## src/sv/mls_pkg.sv

```systemverilog
`timescale 1ns / 1ps

package mls_pkg;

  localparam int unsigned TickW       = 10;
  localparam int unsigned LetterW     = 5;
  localparam int unsigned NumLetters  = 26;
  localparam int unsigned MaxElemDef  = 6;
  localparam int unsigned ApbAddrW    = 4;
  localparam int unsigned ApbDataW    = 32;

  localparam logic [LetterW-1:0] LastLetter = LetterW'(NumLetters - 1);

  // register map (byte addresses, word index = paddr[3:2])
  localparam logic [1:0] RegDotTicks  = 2'd0;
  localparam logic [1:0] RegDashTicks = 2'd1;
  localparam logic [1:0] RegElemGap   = 2'd2;
  localparam logic [1:0] RegLetterGap = 2'd3;

  localparam logic [TickW-1:0] DotTicksRst  = TickW'(200);
  localparam logic [TickW-1:0] DashTicksRst = TickW'(600);
  localparam logic [TickW-1:0] ElemGapRst   = TickW'(200);
  localparam logic [TickW-1:0] LetterGapRst = TickW'(300);

  // command codes
  localparam logic CmdTick  = 1'b0;
  localparam logic CmdStart = 1'b1;

  typedef struct packed {
    logic [TickW-1:0] dot_ticks;
    logic [TickW-1:0] dash_ticks;
    logic [TickW-1:0] element_gap_ticks;
    logic [TickW-1:0] letter_gap_ticks;
  } cfg_t;

  // element count per letter, A to Z
  localparam logic [2:0] CodeLen [NumLetters] = '{
    3'd2, 3'd4, 3'd4, 3'd3, 3'd1, 3'd4, 3'd3, 3'd4, 3'd2, 3'd4, 3'd3, 3'd4, 3'd2,
    3'd2, 3'd3, 3'd4, 3'd4, 3'd3, 3'd3, 3'd1, 3'd3, 3'd4, 3'd3, 3'd4, 3'd4, 3'd4
  };

  // element pattern per letter: bit i set means element i is a dash
  localparam logic [7:0] CodePat [NumLetters] = '{
    8'd2, 8'd1, 8'd5, 8'd1, 8'd0, 8'd4, 8'd3, 8'd0, 8'd0, 8'd14, 8'd5, 8'd2, 8'd3,
    8'd1, 8'd7, 8'd6, 8'd11, 8'd2, 8'd0, 8'd1, 8'd4, 8'd8, 8'd6, 8'd9, 8'd13, 8'd3
  };

  // clamp out-of-range letters to A
  function automatic logic [LetterW-1:0] clamp_letter(logic [LetterW-1:0] l);
    return (l > LastLetter) ? '0 : l;
  endfunction

  function automatic logic [3:0] code_len(logic [LetterW-1:0] l);
    return {1'b0, CodeLen[clamp_letter(l)]};
  endfunction

  function automatic logic is_dash(logic [LetterW-1:0] l, logic [2:0] idx);
    logic [7:0] pat;
    pat = CodePat[clamp_letter(l)];
    return pat[idx];
  endfunction

endpackage

```

## src/sv/mls_if.sv

```systemverilog
`timescale 1ns / 1ps

interface mls_in_if
  import mls_pkg::*;
  ();
  logic               valid;
  logic               ready;
  logic               cmd;
  logic [LetterW-1:0] letter;

  modport source (output valid, cmd, letter, input ready);
  modport sink   (input valid, cmd, letter, output ready);
endinterface

interface mls_out_if;
  logic valid;
  logic ready;
  logic tone_on;
  logic busy_res;
  logic done_res;

  modport source (output valid, tone_on, busy_res, done_res, input ready);
  modport sink   (input valid, tone_on, busy_res, done_res, output ready);
endinterface

```

## src/sv/morse_letter_sender.sv

```systemverilog
`timescale 1ns / 1ps

// Morse letter sender. A start item (cmd=1) latches a letter 0=A..25=Z and begins
// sending it; starts while busy or with a letter above 25 are ignored. Each tick item
// (cmd=0) is one unit of time and returns the tone, busy and done flags for that tick:
// tone for dot_ticks or dash_ticks per element, element_gap_ticks of silence after
// each element, letter_gap_ticks more after the last, then one tick with done set.
// Every item gets exactly one result item. The block takes one item per clock while
// the result register is free or being drained: the state update is a single pass
// from the accepted item to a result register, and that register frees in the same
// cycle its item is taken. Timing registers sit on an APB port (dot, dash, element
// gap, letter gap at byte offsets 0, 4, 8, 12) and are meant to be written while no
// letter is in progress.
module morse_letter_sender
  import mls_pkg::*;
#(
  parameter int unsigned MAX_ELEMENTS = MaxElemDef
) (
  input  logic                clk_i,
  input  logic                rst_ni,
  input  logic                psel,
  input  logic                penable,
  input  logic                pwrite,
  input  logic [ApbAddrW-1:0] paddr,
  input  logic [ApbDataW-1:0] pwdata,
  output logic [ApbDataW-1:0] prdata,
  output logic                pready,
  mls_in_if.sink              in_i,
  mls_out_if.source           out_o
);

  cfg_t cfg;

  mls_cfg u_cfg (
    .clk_i   (clk_i),
    .rst_ni  (rst_ni),
    .psel    (psel),
    .penable (penable),
    .pwrite  (pwrite),
    .paddr   (paddr),
    .pwdata  (pwdata),
    .prdata  (prdata),
    .pready  (pready),
    .cfg_o   (cfg)
  );

  mls_core #(
    .MAX_ELEMENTS (MAX_ELEMENTS)
  ) u_core (
    .clk_i  (clk_i),
    .rst_ni (rst_ni),
    .cfg_i  (cfg),
    .in_i   (in_i),
    .out_o  (out_o)
  );

endmodule

```

## src/sv/mls_cfg.sv

```systemverilog
`timescale 1ns / 1ps

module mls_cfg
  import mls_pkg::*;
(
  input  logic                clk_i,
  input  logic                rst_ni,
  input  logic                psel,
  input  logic                penable,
  input  logic                pwrite,
  input  logic [ApbAddrW-1:0] paddr,
  input  logic [ApbDataW-1:0] pwdata,
  output logic [ApbDataW-1:0] prdata,
  output logic                pready,
  output cfg_t                cfg_o
);

  cfg_t       cfg_q;
  logic       wr_en;
  logic [1:0] reg_idx;

  assign pready  = 1'b1;
  assign wr_en   = psel & penable & pwrite;
  assign reg_idx = paddr[3:2];

  // write registers on the access cycle
  always_ff @(posedge clk_i or negedge rst_ni) begin
    if (!rst_ni) begin
      cfg_q.dot_ticks         <= DotTicksRst;
      cfg_q.dash_ticks        <= DashTicksRst;
      cfg_q.element_gap_ticks <= ElemGapRst;
      cfg_q.letter_gap_ticks  <= LetterGapRst;
    end else if (wr_en) begin
      case (reg_idx)
        RegDotTicks:  cfg_q.dot_ticks         <= pwdata[TickW-1:0];
        RegDashTicks: cfg_q.dash_ticks        <= pwdata[TickW-1:0];
        RegElemGap:   cfg_q.element_gap_ticks <= pwdata[TickW-1:0];
        RegLetterGap: cfg_q.letter_gap_ticks  <= pwdata[TickW-1:0];
        default: ;
      endcase
    end
  end

  // read back
  always_comb begin
    case (reg_idx)
      RegDotTicks:  prdata = ApbDataW'(cfg_q.dot_ticks);
      RegDashTicks: prdata = ApbDataW'(cfg_q.dash_ticks);
      RegElemGap:   prdata = ApbDataW'(cfg_q.element_gap_ticks);
      RegLetterGap: prdata = ApbDataW'(cfg_q.letter_gap_ticks);
      default:      prdata = '0;
    endcase
  end

  assign cfg_o = cfg_q;

endmodule

```

## src/sv/mls_core.sv

```systemverilog
`timescale 1ns / 1ps

module mls_core
  import mls_pkg::*;
#(
  parameter int unsigned MAX_ELEMENTS = MaxElemDef
) (
  input  logic clk_i,
  input  logic rst_ni,
  input  cfg_t cfg_i,
  mls_in_if.sink    in_i,
  mls_out_if.source out_o
);

  localparam int unsigned IdxW = $clog2(MAX_ELEMENTS);

  localparam logic [1:0] PhIdle = 2'd0;
  localparam logic [1:0] PhTone = 2'd1;
  localparam logic [1:0] PhGap  = 2'd2;
  localparam logic [1:0] PhLgap = 2'd3;

  logic [1:0]         phase_q, phase_d;
  logic [IdxW-1:0]    idx_q, idx_d;
  logic [LetterW-1:0] letter_q, letter_d;
  logic [TickW-1:0]   count_q, count_d;

  logic out_valid_q;
  logic tone_q, busy_q, done_q;
  logic tone_d, busy_d, done_d;

  logic               accept;
  logic [IdxW:0]      next_idx;
  logic [TickW-1:0]   start_len;
  logic [TickW-1:0]   next_len;

  // take a new item whenever the result register is free or being drained
  assign in_i.ready = !out_valid_q || out_o.ready;
  assign accept     = in_i.valid && in_i.ready;

  assign next_idx  = {1'b0, idx_q} + 1'b1;
  assign start_len = is_dash(in_i.letter, 3'd0) ? cfg_i.dash_ticks : cfg_i.dot_ticks;
  assign next_len  = is_dash(letter_q, 3'(next_idx[IdxW-1:0])) ?
                     cfg_i.dash_ticks : cfg_i.dot_ticks;

  // next state and result for one item
  always_comb begin
    phase_d  = phase_q;
    idx_d    = idx_q;
    letter_d = letter_q;
    count_d  = count_q;
    tone_d   = 1'b0;
    busy_d   = 1'b0;
    done_d   = 1'b0;
    if (in_i.cmd == CmdStart) begin
      if (phase_q == PhIdle && in_i.letter <= LastLetter) begin
        letter_d = in_i.letter;
        idx_d    = '0;
        phase_d  = PhTone;
        count_d  = start_len;
      end
      tone_d = (phase_d == PhTone);
      busy_d = (phase_d != PhIdle);
    end else begin
      case (phase_q)
        PhTone: begin
          tone_d = 1'b1;
          busy_d = 1'b1;
          if (count_q > TickW'(1)) begin
            count_d = count_q - 1'b1;
          end else begin
            phase_d = PhGap;
            count_d = cfg_i.element_gap_ticks;
          end
        end
        PhGap: begin
          busy_d = 1'b1;
          if (count_q > TickW'(1)) begin
            count_d = count_q - 1'b1;
          end else if (4'(next_idx) >= code_len(letter_q) ||
                       next_idx >= (IdxW+1)'(MAX_ELEMENTS)) begin
            phase_d = PhLgap;
            count_d = cfg_i.letter_gap_ticks;
          end else begin
            idx_d   = next_idx[IdxW-1:0];
            phase_d = PhTone;
            count_d = next_len;
          end
        end
        PhLgap: begin
          if (count_q == '0) begin
            done_d  = 1'b1;
            phase_d = PhIdle;
            idx_d   = '0;
          end else begin
            busy_d  = 1'b1;
            count_d = count_q - 1'b1;
          end
        end
        default: ;
      endcase
    end
  end

  // advance state on each accepted item
  always_ff @(posedge clk_i or negedge rst_ni) begin
    if (!rst_ni) begin
      phase_q  <= PhIdle;
      idx_q    <= '0;
      letter_q <= '0;
      count_q  <= '0;
    end else if (accept) begin
      phase_q  <= phase_d;
      idx_q    <= idx_d;
      letter_q <= letter_d;
      count_q  <= count_d;
    end
  end

  // hold the result until it is taken
  always_ff @(posedge clk_i or negedge rst_ni) begin
    if (!rst_ni) begin
      out_valid_q <= 1'b0;
    end else if (accept) begin
      out_valid_q <= 1'b1;
    end else if (out_o.ready) begin
      out_valid_q <= 1'b0;
    end
  end

  always_ff @(posedge clk_i) begin
    if (accept) begin
      tone_q <= tone_d;
      busy_q <= busy_d;
      done_q <= done_d;
    end
  end

  assign out_o.valid    = out_valid_q;
  assign out_o.tone_on  = tone_q;
  assign out_o.busy_res = busy_q;
  assign out_o.done_res = done_q;

  // idle always parks the element index at zero
  a_idle_idx: assert property (@(posedge clk_i) disable iff (!rst_ni)
    phase_q == PhIdle |-> idx_q == '0)
    else $error("element index not cleared while idle");

  // a valid start from idle enters the tone phase
  a_start: assert property (@(posedge clk_i) disable iff (!rst_ni)
    accept && in_i.cmd == CmdStart && phase_q == PhIdle && in_i.letter <= LastLetter
    |=> phase_q == PhTone && out_o.tone_on && out_o.busy_res)
    else $error("accepted start did not begin a tone");

  // done comes with the tone and busy flags cleared, and returns to idle
  a_done: assert property (@(posedge clk_i) disable iff (!rst_ni)
    out_valid_q && done_q |-> !tone_q && !busy_q && phase_q == PhIdle)
    else $error("done result inconsistent with state");

  // tone implies busy
  a_tone_busy: assert property (@(posedge clk_i) disable iff (!rst_ni)
    out_valid_q && tone_q |-> busy_q)
    else $error("tone without busy");

endmodule

```

## src/flat_wrapper.sv

```systemverilog
// flat-port wrapper written by rule: the top's interface ports become plain ports
module morse_letter_sender_flat import mls_pkg::*;
#(
  parameter int unsigned MAX_ELEMENTS = MaxElemDef
)
  (clk_i, rst_ni, psel, penable, pwrite, paddr, pwdata, prdata, pready, in_i_valid, in_i_cmd, in_i_letter, in_i_ready, out_o_valid, out_o_tone_on, out_o_busy_res, out_o_done_res, out_o_ready);
  mls_in_if in_i_i ();
  mls_out_if out_o_i ();
  input  logic clk_i;
  input  logic rst_ni;
  input  logic psel;
  input  logic penable;
  input  logic pwrite;
  input  logic [ApbAddrW-1:0] paddr;
  input  logic [ApbDataW-1:0] pwdata;
  output logic [ApbDataW-1:0] prdata;
  output logic pready;
  input wire logic [$bits(in_i_i.valid)-1:0] in_i_valid;
  input wire logic [$bits(in_i_i.cmd)-1:0] in_i_cmd;
  input wire logic [$bits(in_i_i.letter)-1:0] in_i_letter;
  output wire logic [$bits(in_i_i.ready)-1:0] in_i_ready;
  output wire logic [$bits(out_o_i.valid)-1:0] out_o_valid;
  output wire logic [$bits(out_o_i.tone_on)-1:0] out_o_tone_on;
  output wire logic [$bits(out_o_i.busy_res)-1:0] out_o_busy_res;
  output wire logic [$bits(out_o_i.done_res)-1:0] out_o_done_res;
  input wire logic [$bits(out_o_i.ready)-1:0] out_o_ready;
  assign in_i_i.valid = in_i_valid;
  assign in_i_i.cmd = in_i_cmd;
  assign in_i_i.letter = in_i_letter;
  assign in_i_ready = in_i_i.ready;
  assign out_o_valid = out_o_i.valid;
  assign out_o_tone_on = out_o_i.tone_on;
  assign out_o_busy_res = out_o_i.busy_res;
  assign out_o_done_res = out_o_i.done_res;
  assign out_o_i.ready = out_o_ready;
  morse_letter_sender #(.MAX_ELEMENTS(MAX_ELEMENTS)) u_core (.clk_i(clk_i), .rst_ni(rst_ni), .psel(psel), .penable(penable), .pwrite(pwrite), .paddr(paddr), .pwdata(pwdata), .prdata(prdata), .pready(pready), .in_i(in_i_i), .out_o(out_o_i));
endmodule
```

## config.mk

```make
export PLATFORM = sky130hd
export DESIGN_NAME = morse_letter_sender_flat
export DESIGN_NICKNAME = d
export VERILOG_FILES = /design/src/sv/mls_pkg.sv /design/src/sv/mls_if.sv /design/src/sv/morse_letter_sender.sv /design/src/sv/mls_cfg.sv /design/src/sv/mls_core.sv /design/src/flat_wrapper.sv
export SDC_FILE = /design/constraint.sdc
export NUM_CORES = 1
export LEC_CHECK = 0
export ABC_CLOCK_PERIOD_IN_PS = 4450
export BUFFER_PORTS_ARGS = -buffer_cell sky130_fd_sc_hd__buf_2
export CAP_MARGIN = 30
export CORE_ASPECT_RATIO = 2
export CORE_UTILIZATION = 40
export CTS_BUF_LIST = sky130_fd_sc_hd__clkbuf_2
export DETAILED_ROUTE_END_ITERATION = 7
export GPL_ROUTABILITY_DRIVEN = 0
export HOLD_SLACK_MARGIN = 0.08
export SLEW_MARGIN = 20
export SYNTH_ARGS = -nofsm -noshare
export SYNTH_HDL_FRONTEND = slang
export SYNTH_HIERARCHICAL = 1
export SYNTH_SLANG_ARGS = --single-unit
```

## constraint.sdc

```tcl
create_clock -name clk_i -period 4.45 [get_ports clk_i]
set_input_delay 0.89 -clock clk_i [delete_from_list [all_inputs] [get_ports clk_i]]
set_output_delay 0.89 -clock clk_i [all_outputs]
set_load 0.005 [all_outputs]
```

==> impl_metrics.csv <==
group,metric,value,unit
run,drv_cap,0,
synthesis,syn_area,0.004792,sq mm
detailed_routing,postRouteAntennaNets,0,
worst_setup_path,crit_fanout,8,
power,power_switching,1.436,mW
sta,worst_slew_pin_slew,0.8318,ns
sta,setup_tns,0,ns
detailed_routing,via_per_inst,5.765,
synthesis,avgSynthCellArea,10.20,sq um
synthesis,synth_edf_count,3,
final_layout,final_cells,656,
clocking,root_buffer,"clkbuf_2",
worst_setup_path,worst_setup_path_end_kind,"register",
die,io-pin-count,87,
die,start_util,40.95,%
placement,postPlaceCellArea,0.005005,sq mm
sta,setup_viol,0,
clocking,htree_levels,3,
synthesis,synth_top_cell_by_area,"dfrtp_1",
sta,post-route-period-util,87.31,%
synthesis,synth_cell_type_count,72,
detailed_routing,first_iter_violations,189,
synthesis,ys_top_cells_by_count,"dfrtp_1 (47), nand2_1 (38), mux2_2 (37)",
global_routing,grt_pass1_wl,19640,um
power,intPower,1.752,mW
global_routing,grt_start_max_net_pins,45,
sta,rsz0062_at_grt,"false",
detailed_routing,drt_wl_total,12230,um
global_routing,gr-usage-all-layers,20.84,%
synthesis,synth_top_area_share,24.54,%
global_routing,grt_overflow_total,0,
synthesis,synth_area_leaders,"dfrtp_1 (25%), mux2_2 (8.7%), dfstp_2 (7.7%), mux4_2 (4.7%), ha_1 (4.4%)",
final_layout,drive_gt1_share,30.00,%
placement,io_buffers,39,
power,seqPwrFrac,29.9,%
die,row_count,56,
clocking,ctsHoldBuffers,0,
clocking,cts_tree,"yes",
synthesis,async_flop_share,95.31,%
die,core_area,0.01170,sq mm
placement,hpwlAfterDp,9046,um
final_layout,final_cell_area,0.005110,sq mm
clocking,cts_setup_buffers,0,
final_layout,nets,571,
die,dieArea,0.01245,sq mm
power,switching_share,45.04,%
global_routing,antenna_found_initial,1,
detailed_routing,vias,3782,
clocking,numCtsBuffers,9,
synthesis,synth_cells,470,
sta,whs,0.2796,ns
clocking,cts_sinks,64,
detailed_routing,route.detailed.drc,0,
synthesis,ys_seq_elements,64,
power,ir_drop,0.3522,mV
sta,hold_violations,0,
clocking,cts.path.max_buffers,2,
worst_setup_path,critPathKind,"reg -> reg",
synthesis,synthFlopType,"dfrtp_1",
synthesis,ys_seq_area_share,34.10,%
sta,slew_viol_final,0,
worst_setup_path,arrival,4.28,ns
detailed_routing,firstDrtPassIters,4,
hold_path,hold_path_class,"in -> async",
sta,max_freq,257.4,MHz
power,power,3.188,mW
clocking,post_cts_resized,0,
synthesis,yosys_warnings,6,
power,power_frac_comb,59.5,%
global_routing,grt_pass1_vias,3810,
outcome,status,"finished clean",
sta,finalCriticalPeriod,3.885,ns
die,fp.dieW,79.40,um
sta,slew_headroom,44.55,%
power,clock_power_share,10.6,%
detailed_routing,wire_per_inst,18.64,um
placement,place_inst,639,
clocking,clock_latency,0.50,ns
power,power_density,624.0,mW/mm^2
final_layout,syn2layout_area_growth,6.632,%
power,leakagePower,2.242,nW
die,die_h,156.8,um
sta,final.setup_skew,0.01360,ns
worst_setup_path,crit_required,4.84,ns
clocking,clkSlewWorstSetupHoldPaths,0.18,ns
worst_setup_path,critPathLaunchType,"register",
synthesis,yosysMostFrequentCell,"dfrtp_1",
power groups by stage:
stage | Sequential (mW) | Clock [mW] | Combinational, mW
after floorplan | 0.913 | 0 | 1.53
after global placement | 0.955 | 0 | 1.85
after detailed placement | 0.967 | 0 | 1.88
after CTS | 0.956 | 0.354 | 1.89
after global routing | 0.987 | 0.377 | 2.08
final | 0.954 | 0.338 | 1.90
layout by cell type (no fill, tap or decap), drive strengths merged, types with 3 or more instances in the layout:
cell     n
nor3b    4
nand2   38
dfrtp   47
o21a     3
xnor2    6
nand3b   3
o22ai    4
nand3    3
mux4    10
a32oi    3
dfstp   14
mux2i   14
edfxtp   3
a21o     3
a22oi    8
o21ai   25
a31oi    4
a221oi   6
clkinv   4
inv     20
a21oi   25
and2     3
buf     49
conb    23
mux2    59
nor4     4
o221ai   6
a21boi   3
nor2b    4
nor2    28
clkbuf  11
o211ai   4
ha      17
a211oi   5
nand2b   6
nor3    13
critical path, cell delays in order (launching register included):
cell      delay [ns]
dfrtp_1         0.42
nor2_2          0.27
o21ai_0         0.24
ha_1            0.30
mux2i_1         0.32
nand2_1         0.09
o21ai_0         0.08
nand2_1         0.07
o21ai_0         0.08
ha_1            0.25
nand2b_1        0.14
a21oi_1         0.16
o221a_1         0.48
inv_1           0.13
a221oi_2        0.34
a211oi_1        0.12
a211o_1         0.29
layout make-up:
type	count	area, sq um
flip-flops and latches	64	1634
diodes	1	2.502
inverters	20	75.07
repair buffers	49	270.3
clock inverters	5	47.55
well taps	145	181.4
fillers	1137	6591
multi-input cells	361	2844
clock buffers	11	55.05
flip-flops by register name, indices dropped and copies added (netlist names):
register                      count
u_core/u_cfg/cfg_o               40
u_core/u_core/out_o.tone_on       1
u_core/u_core/out_o.valid         1
u_core/u_core/letter_q            5
u_core/u_core/out_o.busy_res      1
u_core/u_core/idx_q               3
u_core/u_core/count_q            10
u_core/u_core/phase_q             2
u_core/u_core/out_o.done_res      1
per-layer routing:
| metal | up-vias | share of wire [%] | GRT usage, % | routed length [um] |
|---|---|---|---|---|
| li1 | 1776 | - | - | - |
| met3 | 31 | 2.8 | 2.624 | 342 |
| met4 | 0 | 4.1 | 12.03 | 505 |
| met2 | 92 | 57 | 39.45 | 6959 |
| met1 | 1883 | 36 | 21.16 | 4423 |
| met5 | - | 0 | 0 | 0 |
kinds of logic (layout without fill, tap and decap cells):
logic type | count (synthesis) | after routing | share of synthesized area [%]
flops | 64 | 64 | 34.10
other cells | 2 | 24 | 0.1567
fa+ha+maj | 17 | 17 | 4.439
mux | 83 | 83 | 22.51
compound gates | 115 | 115 | 16.68
buf+inv | 66 | 85 | 8.198
xor+xnor | 8 | 8 | 1.462
simple gates | 115 | 115 | 12.45
path summary, 6_finish.rpt:
check	slack (ns)	to	startpoint	depth (start not counted)
worst min register to register	0.56	u_core/u_core/out_o.valid	u_core/u_core/out_o.valid	2
worst min-delay path	0.28	u_core/u_cfg/cfg_o[0]	rst_ni	1
worst max register to register	0.56	u_core/u_core/count_q[0]	u_core/u_core/letter_q[1]	16
max in group asynchronous	3.22	u_core/u_cfg/cfg_o[19]	rst_ni	2
min in group clk_i	0.56	u_core/u_core/out_o.valid	u_core/u_core/out_o.valid	2
worst max-delay path	0.56	u_core/u_core/count_q[0]	u_core/u_core/letter_q[1]	16
stage by stage:
step | utilization [%] | setup WS, ns
5_1_grt | 43.67 | 0.2353
4_1_cts | 43.65 | 0.5553
3_5_place_dp | 42.77 | 0.5972
2_1_floorplan | - | 1.069
6_report | 43.67 | 0.5646
3_3_place_gp | 42.71 | 0.6507
No activity file was read; power rests on OpenSTA's default activity.
